### config.mk
export PLATFORM = sky130hd
export DESIGN_NAME = f12w_mac
export DESIGN_NICKNAME = d
export VERILOG_FILES = /design/src/hdl/assert_macros.svh /design/src/hdl/f12w_pkg.sv /design/src/hdl/f12w_mac.sv
export SDC_FILE = /design/constraint.sdc
export NUM_CORES = 1
export LEC_CHECK = 0
export BUFFER_PORTS_ARGS = -buffer_cell sky130_fd_sc_hd__buf_2
export CORE_ASPECT_RATIO = 1.4
export CORE_UTILIZATION = 50
export DETAILED_ROUTE_END_ITERATION = 10
export GPL_ROUTABILITY_DRIVEN = 0
export PLACE_DENSITY = 0.75
export SLEW_MARGIN = 5
export SYNTH_ARGS = -nofsm -noshare
export SYNTH_HDL_FRONTEND = slang
export SYNTH_SLANG_ARGS = --single-unit
### constraint.sdc
create_clock -name clk -period 11.8 [get_ports clk]
set_clock_uncertainty 0.2 [all_clocks]
set_input_delay 1.18 -clock clk [delete_from_list [all_inputs] [get_ports clk]]
set_output_delay 1.18 -clock clk [all_outputs]
set_load 0.02 [all_outputs]
### src/hdl/assert_macros.svh
// Assertion macros shared by the chain walker RTL.
// Checks compile only when SYNTH is not defined.
`ifndef ASSERT_MACROS_SVH
`define ASSERT_MACROS_SVH
`ifndef SYNTH
`define ASSERT_IMPL(label, clk, rst, ante, cons) \
  label: assert property (@(posedge clk) disable iff (rst) (ante) |-> (cons)) \
    else $error("implication check failed");
`define ASSERT_NEXT(label, clk, rst, ante, cons) \
  label: assert property (@(posedge clk) disable iff (rst) (ante) |=> (cons)) \
    else $error("next-cycle check failed");
`else
`define ASSERT_IMPL(label, clk, rst, ante, cons)
`define ASSERT_NEXT(label, clk, rst, ante, cons)
`endif
`endif

### src/hdl/f12w_pkg.sv
// Types and constants for the FAT12 cluster chain walker.
// No dependencies.
package f12w_pkg;

  typedef enum logic [1:0] {
    ACT_LOAD  = 2'd0,
    ACT_START = 2'd1,
    ACT_STEP  = 2'd2
  } action_t;

  typedef enum logic [2:0] {
    S_IDLE,
    S_CB,
    S_OFF,
    S_ROOT,
    S_EMIT
  } state_t;

  localparam logic CFG_SECTOR_BYTES        = 1'b0;
  localparam logic CFG_SECTORS_PER_CLUSTER = 1'b1;

  localparam logic [11:0] CHAIN_END = 12'hFF8;
  localparam logic [19:0] SEG_MAX   = 20'hFFFFF;

  localparam int MAC_A_W = 21;
  localparam int MAC_B_W = 12;
  localparam int MAC_R_W = 32;

  // Operands of the shared multiply-accumulate unit
  typedef struct packed {
    logic [MAC_A_W-1:0] a;
    logic [MAC_B_W-1:0] b;
    logic [MAC_R_W-1:0] acc;
  } mac_op_t;

  function automatic logic chain_active(input logic [11:0] c);
    return (c >= 12'd2) && (c < CHAIN_END);
  endfunction

endpackage

### src/hdl/f12w_mac.sv
// Shared multiply-accumulate unit: r <= a * b + acc, one pass per cycle.
// Depends on f12w_pkg.
module f12w_mac (
  input  logic                                clk,
  input  f12w_pkg::mac_op_t                   op,
  output logic [f12w_pkg::MAC_R_W-1:0]        r
);

  logic [f12w_pkg::MAC_A_W+f12w_pkg::MAC_B_W-1:0] prod;

  assign prod = op.a * op.b;

  always_ff @(posedge clk) begin
    r <= prod[f12w_pkg::MAC_R_W-1:0] + op.acc;
  end

endmodule

Word-level counts from Yosys, hierarchy flattened. Index checks and enable logic that the tools add are counted.

Word-level logic and storage cells: 3. Bits in registers: 32. Input bits: 66. Output and inout port bits: 32.

$add $sub $neg: 1. Multipliers: 1.

Operators with widths (number): 32-bit adder (1); 21-bit by 12-bit multiplier with 32-bit output (1).

Depth between registers and ports, before layout.
Depth in word-level cells: 2. Depth in mapped cells: 20.

Worst setup path after synthesis. No wires, ideal clock.

Path type: input-to-reg. From: input port op[62] (netlist name). To: register r[28] (netlist name). Path buffers: 1. Path slack: 5.869 ns. Cell stages on the path: 17. Data arrival time: 5.651 ns. Setup time: 0.079 ns. Cell sequence: clkbuf_1 -> nand2_1 -> fa_1 -> inv_1 -> fa_1 -> fa_1 -> fa_1 -> inv_1 -> fa_1 -> inv_1 -> ha_1 -> a21o_1 -> a21oi_1 -> nor2_1 -> o41a_1 -> a221o_1 -> a211oi_2.

Longest elaborated chain between the ends: 2.

Ends and longest elaborated chain: start, declared (line f12w_mac.sv:5) `input f12w_pkg::mac_op_t op,`; 21-bit by 12-bit multiplier with 32-bit output (line f12w_mac.sv:11) `assign prod = op.a * op.b;`; 32-bit adder (line f12w_mac.sv:14) `r <= prod[f12w_pkg::MAC_R_W-1:0] + op.acc;`; end signal, assigned (line f12w_mac.sv:14); end, declared (line f12w_mac.sv:6) `output logic [f12w_pkg::MAC_R_W-1:0] r`.

No other way between the ends.

Worst setup path after layout.
From: input port op[38] (netlist name). To: register r[25] (netlist name).

Same word-level chain as after synthesis.

==> results.txt <==
The run finished with clean final reports. The vertical die dimension came out at 165 um. Counting every instance in the synthesized netlist gives 1082. At the end of the flow, the number of nets in the layout was 1486. The tools report the data required time of the worst path as 11.81 ns.

The register with the most flip-flops in the layout has 32 of them. The routed layout has 7256 vias. The logs give 9500 sq um for the mapped cell area and 0 ns for the total negative setup slack. The share of post-route cells with drive strength above 1 is 9.97%, and the detailed-route vias per instance is 5.27.

The detail route stage leaves a number of antenna-violating nets equal to 0. The worst pin sits at a relative slew slack of 66.2%. The clock sink count is 32, and the number of global-route vias before repair is 7854. The cell class contributing the biggest share of worst-path delay is adder cells. The initial utilization of the core area, before any placement, comes to 51.1%.

The logs give 0 for the number of hold-slack violations in the final timing report and 291 for the first-iteration detailed-routing DRC count. The count of buffers added on input and output ports is 97. The first global-routing pass estimated 37500 um of wire. For this design, the slowest cell found on the critical path is sky130_fd_sc_hd__fa_1. The async set-or-reset flop fraction in the synthesized netlist works out to 0%.

The worst path buffer plus inverter count is 4, and the number of synthesized flops with an enable pin is 0. The number of hold-repair buffers added at the cts stage was 0; the maximum clock insertion buffer count was 2. During I/O placement, the number of pins put on the boundary was 98.

Yosys printed 0 warnings. Among all flip-flop cells after synthesis, the most frequent one is sky130_fd_sc_hd__dfxtp_1. Gates resized during post-CTS repair numbered 0. The number of antenna violations at the first check in global routing is 0, and the area of the die is 19600 sq um. In the final routed layout, each cell accounts on average for 16.6 um.

Count of pins over their slew limit: 0. The classification of the worst-slack hold path is input pin to flop. The half-perimeter wire length of the detailed placement result was 19100 um.

The post-route DRC violation count came out at 0. The clock-pin slew on the worst setup and hold paths is 0.06 ns. The width of the die is 118 um, and the number of rows created at floorplan is 59. The run gives 0 as the number of setup buffers added after CTS.

Number of synthesized register bits: 32. In the post-synthesis netlist, the cell with the most instances is sky130_fd_sc_hd__inv_1. The per-instance average area after synthesis was 8.78 sq um; the final setup violation count was 0. The synthesized netlist contains 49 unique library cells. The tightest hold path in the finished design has a slack of 0.928 ns. The largest registers in the layout are r x32. The highest net fanout along the worst path was 21; the proportion of synthesized chip area in sequential cells was 6.74%.

Sorting the synthesized cells by how often they occur yields sky130_fd_sc_hd__inv_1, sky130_fd_sc_hd__fa_1, sky130_fd_sc_hd__nand2_1, sky130_fd_sc_hd__and2_1, sky130_fd_sc_hd__ha_1. The largest single stage delay on the critical path is 0.58 ns. The total overflow left after global routing is 0. Ranked by total cell area, the synthesized netlist is headed by sky130_fd_sc_hd__fa_1, sky130_fd_sc_hd__inv_1, sky130_fd_sc_hd__ha_1. The type of element launching the critical path was an input pin. Counting the buffers created by CTS gives 5. Iteration count of the initial detailed-routing pass: 4. Setup repair after global routing left no endpoint under its margin. The tools report the routed wire length as 22800 um. The area share of the leading cell type in the synthesized netlist works out to 46.2%. When the netlist entered floorplanning its net count stood at 1435. Entering global routing, the biggest net connects 22 pins.

The worst setup path is captured at a flop. The register with the most flip-flops was r. The max-capacitance violation count was 0. The area growth from synthesis to layout is 7.76%. The tree is rooted in a sky130_fd_sc_hd__clkbuf_16. Global routing consumed, over all layers together, 24.8% of the routing resources. Subtracting the final worst setup slack from the clock period gives 6.19 ns. The H-tree was split into 2 levels. The floorplan step defined a core boundary enclosing 18600 sq um. For the worst setup path, the data arrival time is 6.20 ns. Traced cell by cell, the critical path runs through buf_2, nand2_1, fa_1, inv_1, fa_1, fa_1, fa_1, inv_1, fa_1, inv_1, ha_1, a21oi_2, o21ai_1, a211oi_1, o221a_2, a2bb2oi_1, xnor2_1. Final cycle utilization of the critical path: 52.5%.

The worst setup path is of the input pin to flop kind. TritonCTS built the clock tree. For the pin with the worst max-slew slack, the measured transition is 0.502 ns. The number of antenna diodes in the final layout is 0. The largest total area in the synthesized netlist belongs to sky130_fd_sc_hd__fa_1. The critical path's most frequent cell was sky130_fd_sc_hd__fa_1. Achievable clock frequency: 0.162 GHz.
[cells by family (layout without fill, tap and decap cells)]
| kind of cell | after synthesis | in the layout | share of synthesized area (%) |
|---|---|---|---|
| xor gates and xnor gates | 32 | 32 | 2.95 |
| AOI/OAI and AO/OA | 81 | 81 | 5.91 |
| DFF | 32 | 32 | 6.74 |
| buffers and inverters | 325 | 376 | 12.9 |
| and+or+nand+nor | 325 | 325 | 16.3 |
| adders and majority gates | 287 | 287 | 55.1 |
[cell type report]
type | instances | area (sq um)
Clock buffer | 7 | 153
Fill cell | 1753 | 8370
Inverter | 272 | 1020
Multi-Input combinational cell | 725 | 7630
Sequential cell | 32 | 641
Tap cell | 244 | 305
Timing Repair Buffer | 97 | 485
[placed cells by master (no fill, tap or decap), types with 19 or more instances in the layout]
cell,n
sky130_fd_sc_hd__inv_1,272
sky130_fd_sc_hd__fa_1,219
sky130_fd_sc_hd__nand2_1,167
sky130_fd_sc_hd__and2_1,104
sky130_fd_sc_hd__buf_2,97
sky130_fd_sc_hd__ha_1,68
sky130_fd_sc_hd__dfxtp_1,32
sky130_fd_sc_hd__xnor2_1,24
sky130_fd_sc_hd__a21oi_1,22
sky130_fd_sc_hd__nor2_1,19
[path summary, 6_finish.rpt]
kind / start / to / slack, ns / depth (start not counted)
min: op[0] / r[0] / 0.93 / 2
max: op[38] / r[25] / 5.61 / 17
[metal layers]
| layer | wire [um] | vias to the layer above | track usage, % |
|---|---|---|---|
| met3 | 957 | 83 | 2.58 |
| li1 | - | 3259 | - |
| met1 | 7880 | 3652 | 26.2 |
| met2 | 12600 | 262 | 47.7 |
| met5 | 0 | - | 0 |
| met4 | 1390 | 0 | 14.8 |
[stage by stage]
step                      instance area, sq um  setup WS (ns)  cells  util (%)
after floorplan                           9500           5.87   1082         -
after global placement                   10100           5.45   1370      54.2
after detailed placement                 10100           5.36   1370      54.2
after CTS                                10200           5.63   1377      55.0
after global routing                     10200           5.30   1377      55.0
final                                    10200           5.61   1377      55.0
Power is not shown: default switching activity piles up to over one toggle a cycle in this logic, so the estimate is an artifact.
